<file path="config.mk">
export PLATFORM = sky130hd
export DESIGN_NAME = float32_same_sign_subtract_top
export DESIGN_NICKNAME = d
export VERILOG_FILES = /design/src/rtl/fsss_pkg.sv /design/src/rtl/fsss_norm.sv /design/src/rtl/float32_same_sign_subtract_top.sv
export SDC_FILE = /design/constraint.sdc
export NUM_CORES = 1
export LEC_CHECK = 0
export BUFFER_PORTS_ARGS = -buffer_cell sky130_fd_sc_hd__buf_2
export CORE_UTILIZATION = 57
export DETAILED_ROUTE_END_ITERATION = 8
export GPL_TIMING_DRIVEN = 0
export PLACE_DENSITY = 0.8
export SYNTH_ARGS = -nofsm -noshare
export SYNTH_HDL_FRONTEND = slang
export SYNTH_SLANG_ARGS = --single-unit
</file>
<file path="constraint.sdc">
create_clock -name i_clk -period 11.19 [get_ports i_clk]
set_clock_uncertainty 0.05 [all_clocks]
set_input_delay 3.357 -clock i_clk [delete_from_list [all_inputs] [get_ports i_clk]]
set_output_delay 3.357 -clock i_clk [all_outputs]
set_load 0.02 [all_outputs]
</file>
<file path="src/rtl/fsss_pkg.sv">
`timescale 1ns / 1ps
`default_nettype none
// ----------------------------------------------------------------------------
// fsss_pkg: shared types and constants
// Widths, codes and state encoding for the same-sign binary32 subtractor.
// ----------------------------------------------------------------------------
package fsss_pkg;
    localparam int FRACTION_BITS = 23;
    localparam int GUARD_BITS    = 6;
    localparam int EXP_BITS      = 8;
    localparam int WORD_BITS     = 32;
    localparam int SIG_BITS      = FRACTION_BITS + GUARD_BITS + 2;
    localparam logic [EXP_BITS-1:0]  EXP_MAX     = '1;
    localparam logic [WORD_BITS-1:0] DEFAULT_NAN = 32'h7FC0_0001;

    typedef enum logic [1:0] {
        ST_IDLE,
        ST_NORM,
        ST_ROUND
    } t_state;

    typedef struct packed {
        logic load;
        logic step;
    } t_norm_ctl;
endpackage
`default_nettype wire

</file>
<file path="src/rtl/fsss_norm.sv">
`timescale 1ns / 1ps
`default_nettype none
// ----------------------------------------------------------------------------
// fsss_norm: normalize shifter
// Holds significand and exponent; shifts left one bit per step.
// ----------------------------------------------------------------------------
module fsss_norm
    import fsss_pkg::*;
(
    input  wire logic                i_clk,
    input  wire t_norm_ctl           i_ctl,
    input  wire logic [SIG_BITS-1:0] i_sig,
    input  wire logic [EXP_BITS-1:0] i_exp,
    output logic [SIG_BITS-1:0]      o_sig,
    output logic [EXP_BITS-1:0]      o_exp,
    output logic                     o_done
);
    logic [SIG_BITS-1:0] r_sig, n_sig;
    logic [EXP_BITS-1:0] r_exp, n_exp;

    assign o_done = (r_exp == '0) || r_sig[FRACTION_BITS+GUARD_BITS];

    always_comb begin
        n_sig = r_sig;
        n_exp = r_exp;
        if (i_ctl.load) begin
            n_sig = i_sig;
            n_exp = i_exp;
        end else if (i_ctl.step && !o_done) begin
            n_sig = {r_sig[SIG_BITS-2:0], 1'b0};
            n_exp = r_exp - 1'b1;
        end
    end

    always_ff @(posedge i_clk) begin
        r_sig <= n_sig;
        r_exp <= n_exp;
    end

    assign o_sig = r_sig;
    assign o_exp = r_exp;
endmodule
`default_nettype wire

</file>
<file path="src/rtl/float32_same_sign_subtract_top.sv">
`timescale 1ns / 1ps
`default_nettype none
// ----------------------------------------------------------------------------
// float32_same_sign_subtract_top: binary32 a - b for same-sign operands
// Orders, aligns and subtracts, normalizes one bit per cycle, rounds.
//
//   channel  | handshake            | payload
//   request  | i_start / o_busy     | i_operand_a, i_operand_b
//   result   | o_valid (one cycle)  | o_difference
//
// Special operands and denormal pairs skip normalization; their result is registered straight from idle.
// Others go through ST_NORM, where the one-bit-per-cycle normalize shifter makes 0..254 shifts
// (stopping at the leading one or when the exponent reaches zero), then through ST_ROUND.
// Synchronous active-low reset returns the sequencer to idle.
// The receiver cannot stall; each result shows for one cycle.
// ----------------------------------------------------------------------------
module float32_same_sign_subtract_top
    import fsss_pkg::*;
(
    input  wire logic                 i_clk,
    input  wire logic                 i_rst_n,
    input  wire logic                 i_start,
    input  wire logic [WORD_BITS-1:0] i_operand_a,
    input  wire logic [WORD_BITS-1:0] i_operand_b,
    output logic                      o_busy,
    output logic                      o_valid,
    output logic [WORD_BITS-1:0]      o_difference
);
    t_state r_state, n_state;
    logic r_valid, n_valid;
    logic [WORD_BITS-1:0] r_diff, n_diff;
    logic r_sign, n_sign;
    t_norm_ctl ctl;

    logic sa;
    logic [EXP_BITS-1:0] ea, eb, e1, e2, d, d2;
    logic [FRACTION_BITS-1:0] fa, fb, f1, f2;
    logic b_big, sign;
    logic [SIG_BITS-1:0] s1, s2, sub;
    logic [SIG_BITS-1:0] nsig, rnd;
    logic [EXP_BITS-1:0] nexp, rexp;
    logic ndone;

    always_comb begin
        sa = i_operand_a[WORD_BITS-1];
        ea = i_operand_a[WORD_BITS-2:FRACTION_BITS];
        eb = i_operand_b[WORD_BITS-2:FRACTION_BITS];
        fa = i_operand_a[FRACTION_BITS-1:0];
        fb = i_operand_b[FRACTION_BITS-1:0];
        b_big = (eb > ea) || (eb == ea && fb > fa);
        sign = b_big ? ~sa : sa;
        e1 = b_big ? eb : ea;
        e2 = b_big ? ea : eb;
        f1 = b_big ? fb : fa;
        f2 = b_big ? fa : fb;
        d  = e1 - e2;
        d2 = (e2 == '0) ? d - 1'b1 : d;
        s1 = {2'b01, f1, {GUARD_BITS{1'b0}}};
        s2 = {1'b0, (e2 != '0), f2, {GUARD_BITS{1'b0}}};
        if (d2 <= EXP_BITS'(FRACTION_BITS + 1))
            sub = s1 - (s2 >> d2);
        else
            sub = s1;
    end

    fsss_norm u_norm (
        .i_clk  (i_clk),
        .i_ctl  (ctl),
        .i_sig  (sub),
        .i_exp  (e1),
        .o_sig  (nsig),
        .o_exp  (nexp),
        .o_done (ndone)
    );

    always_comb begin
        rnd  = nsig + SIG_BITS'(1 << (GUARD_BITS - 1));
        rexp = nexp;
        if (rnd[FRACTION_BITS+GUARD_BITS+1]) begin
            rnd  = rnd >> 1;
            rexp = nexp + 1'b1;
        end
    end

    always_comb begin
        n_state = r_state;
        n_valid = 1'b0;
        n_diff  = r_diff;
        n_sign  = r_sign;
        ctl     = '0;
        unique case (r_state)
            ST_IDLE: begin
                if (i_start) begin
                    n_sign = sign;
                    if (b_big && eb == EXP_MAX) begin
                        n_valid = 1'b1;
                        n_diff  = (fb != '0) ? i_operand_b
                                             : {~i_operand_b[WORD_BITS-1],
                                                i_operand_b[WORD_BITS-2:0]};
                    end else if (!b_big && ea == EXP_MAX) begin
                        n_valid = 1'b1;
                        n_diff  = (fa == '0 && eb == EXP_MAX) ? DEFAULT_NAN
                                                               : i_operand_a;
                    end else if (e1 == '0) begin
                        n_valid = 1'b1;
                        n_diff  = {sign, {EXP_BITS{1'b0}}, f1 - f2};
                    end else begin
                        ctl.load = 1'b1;
                        n_state  = ST_NORM;
                    end
                end
            end
            ST_NORM: begin
                ctl.step = 1'b1;
                if (ndone) n_state = ST_ROUND;
            end
            ST_ROUND: begin
                n_valid = 1'b1;
                n_diff  = {r_sign, rexp, rnd[GUARD_BITS +: FRACTION_BITS]};
                n_state = ST_IDLE;
            end
            default: n_state = ST_IDLE;
        endcase
    end

    always_ff @(posedge i_clk) begin
        if (!i_rst_n) begin
            r_state <= ST_IDLE;
            r_valid <= 1'b0;
        end else begin
            r_state <= n_state;
            r_valid <= n_valid;
        end
        r_diff <= n_diff;
        r_sign <= n_sign;
    end

    assign o_busy       = (r_state != ST_IDLE);
    assign o_valid      = r_valid;
    assign o_difference = r_diff;

`ifndef NO_ASSERTIONS
    a_no_valid_mid_work: assert property (@(posedge i_clk) disable iff (!i_rst_n)
        (r_state == ST_NORM) |-> !r_valid)
        else $error("result strobe during normalize");
    a_round_gives_result: assert property (@(posedge i_clk) disable iff (!i_rst_n)
        (r_state == ST_ROUND) |=> (r_valid && r_state == ST_IDLE))
        else $error("round did not produce a result");
    a_norm_exits: assert property (@(posedge i_clk) disable iff (!i_rst_n)
        (r_state == ST_NORM && ndone) |=> (r_state == ST_ROUND))
        else $error("normalize did not exit when done");
`endif
endmodule
`default_nettype wire

</file>
# Word level (Yosys, flattened, before mapping)
# Cells that the tools add are included.
# op_classes
n_addsub,7
order_cmp,3
eq_ne,11
n_shift,1
mux,37
bitwise_logic,2
n_reduce_logical,22
# op_table
op,n
32-bit two-way mux,6
31-bit two-way mux,3
32-bit case mux with 2 select lines,1
8-bit two-way mux,6
23-bit two-way mux,2
31-bit by 6-bit adder with 31-bit output (second input constant),1
30-bit by 8-bit >> shifter with 31-bit output,1
30-bit by 31-bit subtractor with 31-bit output,1
29-bit two-way mux,1
8-bit logical NOT,3
23-bit > comparator,1
23-bit logical NOT,1
23-bit nonzero test,1
23-bit subtractor,1
8-bit equality test (second input constant),2
8-bit by 1-bit subtractor with 8-bit output (second input constant),2
1-bit two-way mux,11
2-bit two-way mux,5
8-bit by 1-bit adder with 8-bit output (second input constant),1
8-bit equality test,1
8-bit > comparator,1
8-bit by 5-bit <= comparator with 1-bit output (second input constant),1
2-bit != test (second input constant),4
8-bit nonzero test,1
other kinds (16),25
# word_totals
register_bits,75
out_inout_bits,34
elab_cells,89

# Depth between registers and ports, before layout
# logic_depth
ltp_word,11
depth_mapped,41
mapped_depth_nobuf,35

# Cells and area by module
# From an unflattened synthesis, not the netlist that was laid out.
# unflattened
cells_unflattened,1658
hier_area_um2,12197.9
# by_module_without_submodules
module,instances,cells_each,area_each_um2
float32_same_sign_subtract_top,1,1538,10363.7
fsss_norm,1,120,1834.3

# Worst setup path before layout
# OpenSTA, ideal clock, no wires.
# synth_timing
path_kind,input -> register
start,input port i_operand_a[9]
end,"register u_norm.r_sig[29] (netlist: u_norm.o_sig[29]), data pin"
arrival_ns,10.428
required_time_ns,10.884
slack_ns,0.456
stages,39
n_path_buf,9
path_cell_list,clkbuf_1 inv_1 ha_1 clkbuf_2 nand2_1 o21ai_0 a211oi_2 nand3_1 a21oi_2 buf_2 clkbuf_1 buf_1 mux2i_1 ha_1 nor2_1 a221o_2 a21oi_2 xnor2_1 (+3 left out) clkbuf_1 nand3_1 nand2_1 nand2_1 ha_1 nor2b_1 o21a_1 o21ai_0 nand2_1 nand2_1 nand2b_1 nand4_1 o21ai_0 o311ai_2 a21oi_2 a221oi_2 xnor2_1 o22a_1
# synth_via
elab_chain_len,11
elab_cells_between_ends,26
# synth_rtl
element,line_no,text
from (decl),float32_same_sign_subtract_top.sv:23,"input wire logic [WORD_BITS-1:0] i_operand_a,"
23-bit > comparator,float32_same_sign_subtract_top.sv:50,b_big = (eb > ea) || (eb == ea && fb > fa);
1-bit logical AND,float32_same_sign_subtract_top.sv:50,
1-bit logical OR,float32_same_sign_subtract_top.sv:50,
"8-bit two-way mux, on equally long branches","float32_same_sign_subtract_top.sv:52, float32_same_sign_subtract_top.sv:53",
8-bit subtractor or 8-bit logical NOT (tied branches),"float32_same_sign_subtract_top.sv:56, float32_same_sign_subtract_top.sv:104",
8-bit by 1-bit subtractor with 8-bit output or 1-bit two-way mux (tied branches),"float32_same_sign_subtract_top.sv:57, float32_same_sign_subtract_top.sv:104",
8-bit two-way mux or 1-bit two-way mux (tied branches),"float32_same_sign_subtract_top.sv:57, float32_same_sign_subtract_top.sv:100",
30-bit by 8-bit >> shifter with 31-bit output or 1-bit two-way mux (tied branches),"float32_same_sign_subtract_top.sv:61, float32_same_sign_subtract_top.sv:95",
30-bit by 31-bit subtractor with 31-bit output or 1-bit two-way mux (tied branches),"float32_same_sign_subtract_top.sv:61, float32_same_sign_subtract_top.sv:93",
31-bit two-way mux or 1-bit two-way mux (tied branches),"float32_same_sign_subtract_top.sv:60, float32_same_sign_subtract_top.sv:91",
31-bit two-way mux (*),fsss_norm.sv:26,if (i_ctl.load) begin
via u_norm.n_sig[29],fsss_norm.sv:18,"logic [SIG_BITS-1:0] r_sig, n_sig;"
to (signal assigned),fsss_norm.sv:36,r_sig <= n_sig;
to (decl),fsss_norm.sv:18,
# The timed path passes the listed nets; every way through them passes the cells marked *.
# A chain may end at the register's enable or synchronous reset.

# Worst setup path in the final report
# layout_timing
start,input port i_operand_a[16]
end,"register u_norm.r_sig[24] (netlist: u_norm.o_sig[24]), data pin"
# Same word-level chain as after synthesis.

==> reports/metrics.csv <==
metric,value,unit
status,finished clean,
clock slew at reported path FFs,0.06,ns
port bufs,98,
first-pass GRT wire length,70400,um
max-cap viol count,0,
"top cells by count, synth","247 x nand2_1, 139 x o21ai_0, 118 x a21oi_1",
number of flops mapped to enable cells by yosys,72,
critical path type,in2reg,
cell depth of the worst setup path,29,
Synth area leaders,"edfxtp_1 18%, nand2_1 7.9%, ha_1 6.6%",
met1 WL,18400,um
Yosys reg bits,75,
WP data arrival,10.87,ns
CTS Root Cell,clkbuf_16,
clock latency on the worst-skew pair,0.34,ns
Final Hold Fails,0,
Mapped Area,11800,um^2
worst-path fanout max,10,
R2R cell count,15,
Syn Area/Cell,7.42,um^2
critical path's slowest cell,ha_1,
Finished Cell Area,13200,um^2
placed instance count,1957,
CP endpoint kind,flip-flop,
Syn Inst Count,1589,
H-tree levels,3,
Multi-input gate area,9040,um^2
"Cell Count, Final, Fillers Out",1981,
Static Leak,5.26,nW
number of global-route vias before repair,12100,
final wirelength,46600,um
maximum VDD drop,0.000114,V
crit path time final,10.84,ns
flop2flop setup slack,5.93,ns
fin worst setup slack,0.353,ns
GRT Overall Usage,0.427,
hold depth,2,
Rel. slew slack,0.319,
Die Wd,146,um
Inserted Clock Buffers,9,
"Slew Viols, Final",0,
crit-path most repeated cell,buf_2,
met3 wire length,5100,um
Netlist cell types,109,
hold_ws,0.487,ns
Reg-to-Reg End,o_difference[4],
placed cell areas,12600,um^2
Critical path buffers and inverters,10,
TritonCTS clock tree,done,
DR WL/cell,23.5,um
Worst Path Required,11.23,ns
worst slew pin tran,1.01,ns
grt ovf,0,
CTS max path bufs,2,
1st-pass router iterations,6,
fraction of layout cells with a size suffix above 1,0.161,
CP max stage delay,0.51,ns
register area share after synthesis,0.188,
routed length on met2,20000,um
Antenna Nets Post-Route,0,
r2r startpoint,u_norm.o_sig[8],
routed vias/inst,6.80,
most frequent cell after synthesis,nand2_1,
area delta synth->final,11.8,%
Nets,1834,
Initial DRC Count,1859,
Hold WC Path Type,reg2reg,
dpl hpwl,37200,um
Max Clk Rate,92.3,MHz
FILL cells,1826,
Post-synth top flop,edfxtp_1,
initial antenna violation count,2,
I/O pin count,101,
highest routed layer,met5,
Register Area,2220,um^2
pin count of the biggest net entering global routing,41,
Synth warnings,0,
DIE AREA,21300,um^2
# setup viols final,0,
vias,13500,
FP Rows,52,
pre-CTS WS,-2.01,ns
Worst Setup EP,u_norm.o_sig[24],
startpoint types,primary input,
Core Box Area,20200,um^2
Yosys top cell area share,0.183,
launch point of the worst path,i_operand_a[16],
Die H,146,um
Post-synth ARST share,0,
Synth Net Count,1718,
final period utilization,0.968,
Pwr per Cell Area,141,nW/um^2
Residual DRC,0,
Top delay family on crit path,buffers and inverters,
gpl congestion,1.05,
Synth area leader,edfxtp_1,
clock tree sinks,75,
Initial Util,0.583,
-- sequential cells by signal, summed over array words and instances (netlist names) --
register	flops
r_sign	1
u_norm.o_sig	31
o_difference	32
r_state	2
u_norm.o_exp	8
o_valid	1
-- per-stage QoR --
stage                     utilization  power, mW  TNS [ns]
after floorplan                     -       1.17         0
after global placement          0.624       1.46    -35.02
after detailed placement        0.624       1.47    -36.31
after CTS                       0.643       1.80         0
after global routing            0.652       1.95   -0.0329
final                           0.652       1.86         0
-- cells in the final DEF, fill, tap and decap left out, drive strengths merged, types with 46 or more instances in the layout --
| cell type | instances |
|---|---|
| a21oi | 123 |
| buf | 143 |
| clkbuf | 75 |
| edfxtp | 72 |
| ha | 62 |
| inv | 57 |
| mux2i | 47 |
| nand2 | 249 |
| nand3 | 49 |
| nor2 | 96 |
| nor3 | 46 |
| o21ai | 158 |
-- layer usage --
| layer | vias up | global-route usage |
|---|---|---|
| li1 | 6190 | - |
| met1 | 6211 | 0.569 |
| met2 | 886 | 0.653 |
| met3 | 182 | 0.0712 |
| met4 | 2 | 0.249 |
| met5 | - | 0 |
-- power by group --
group	leakage [nW]	switching, mW	total (mW)	internal, mW
Sequential	0.705	0.0297	0.388	0.359
Clock	0.164	0.121	0.325	0.204
Combinational	4.39	0.735	1.15	0.414
Total	5.26	0.886	1.86	0.977
-- worst register-to-register path: cells and delay by family (launching register included) --
family / cells / cell delay [ns]
DFF: 1 / 0.31
buffers and inverters: 4 / 1.63
and+or+nand+nor: 7 / 1.77
xor gates and xnor gates: 1 / 0.62
AOI/OAI and AO/OA: 3 / 0.63
-- layout make-up --
class / instances / area share
multi-input cells: 1356 / 0.686
well taps: 270 / 0.0256
clock inverters: 6 / 0.00721
diodes: 1 / 0.000190
plain buffers: 99 / 0.0356
flip-flops and latches: 75 / 0.169
repair buffers: 109 / 0.0435
inverters: 55 / 0.0157
clock buffers: 10 / 0.0181
-- cell families (layout without fill, tap and decap cells) --
family | count (synthesis) | count (layout) | synth area share
AO/OA/AOI/OAI | 550 | 550 | 0.315
XOR/XNOR | 73 | 73 | 0.0565
adder cells (fa/ha/maj) | 62 | 62 | 0.0658
buffers and inverters | 158 | 279 | 0.0567
flip-flops | 75 | 75 | 0.188
multiplexers | 82 | 82 | 0.0760
other | 0 | 1 | 0
AND/OR/NAND/NOR | 589 | 589 | 0.242
-- how the worst min path moves through the flow --
stage | end | slack (ns) | from
finish | u_norm.o_sig[1] | 0.49 | u_norm.o_sig[0]
global route | u_norm.o_sig[1] | 0.50 | u_norm.o_sig[0]
CTS | u_norm.o_sig[1] | 0.47 | u_norm.o_sig[0]
detailed placement | u_norm.o_sig[1] | 0.46 | u_norm.o_sig[0]
global placement | u_norm.o_sig[1] | 0.44 | u_norm.o_sig[0]
floorplan | u_norm.o_sig[1] | 0.43 | u_norm.o_sig[0]
-- what timing repair did --
item	CTS	global route
pin swaps	0	5
resized for setup	15	25
hold buffers	0	0
endpoints found under the setup margin	25	16
setup buffers	0	11
gates cloned	0	0
Note: power is estimated with default switching activity, not from simulation.
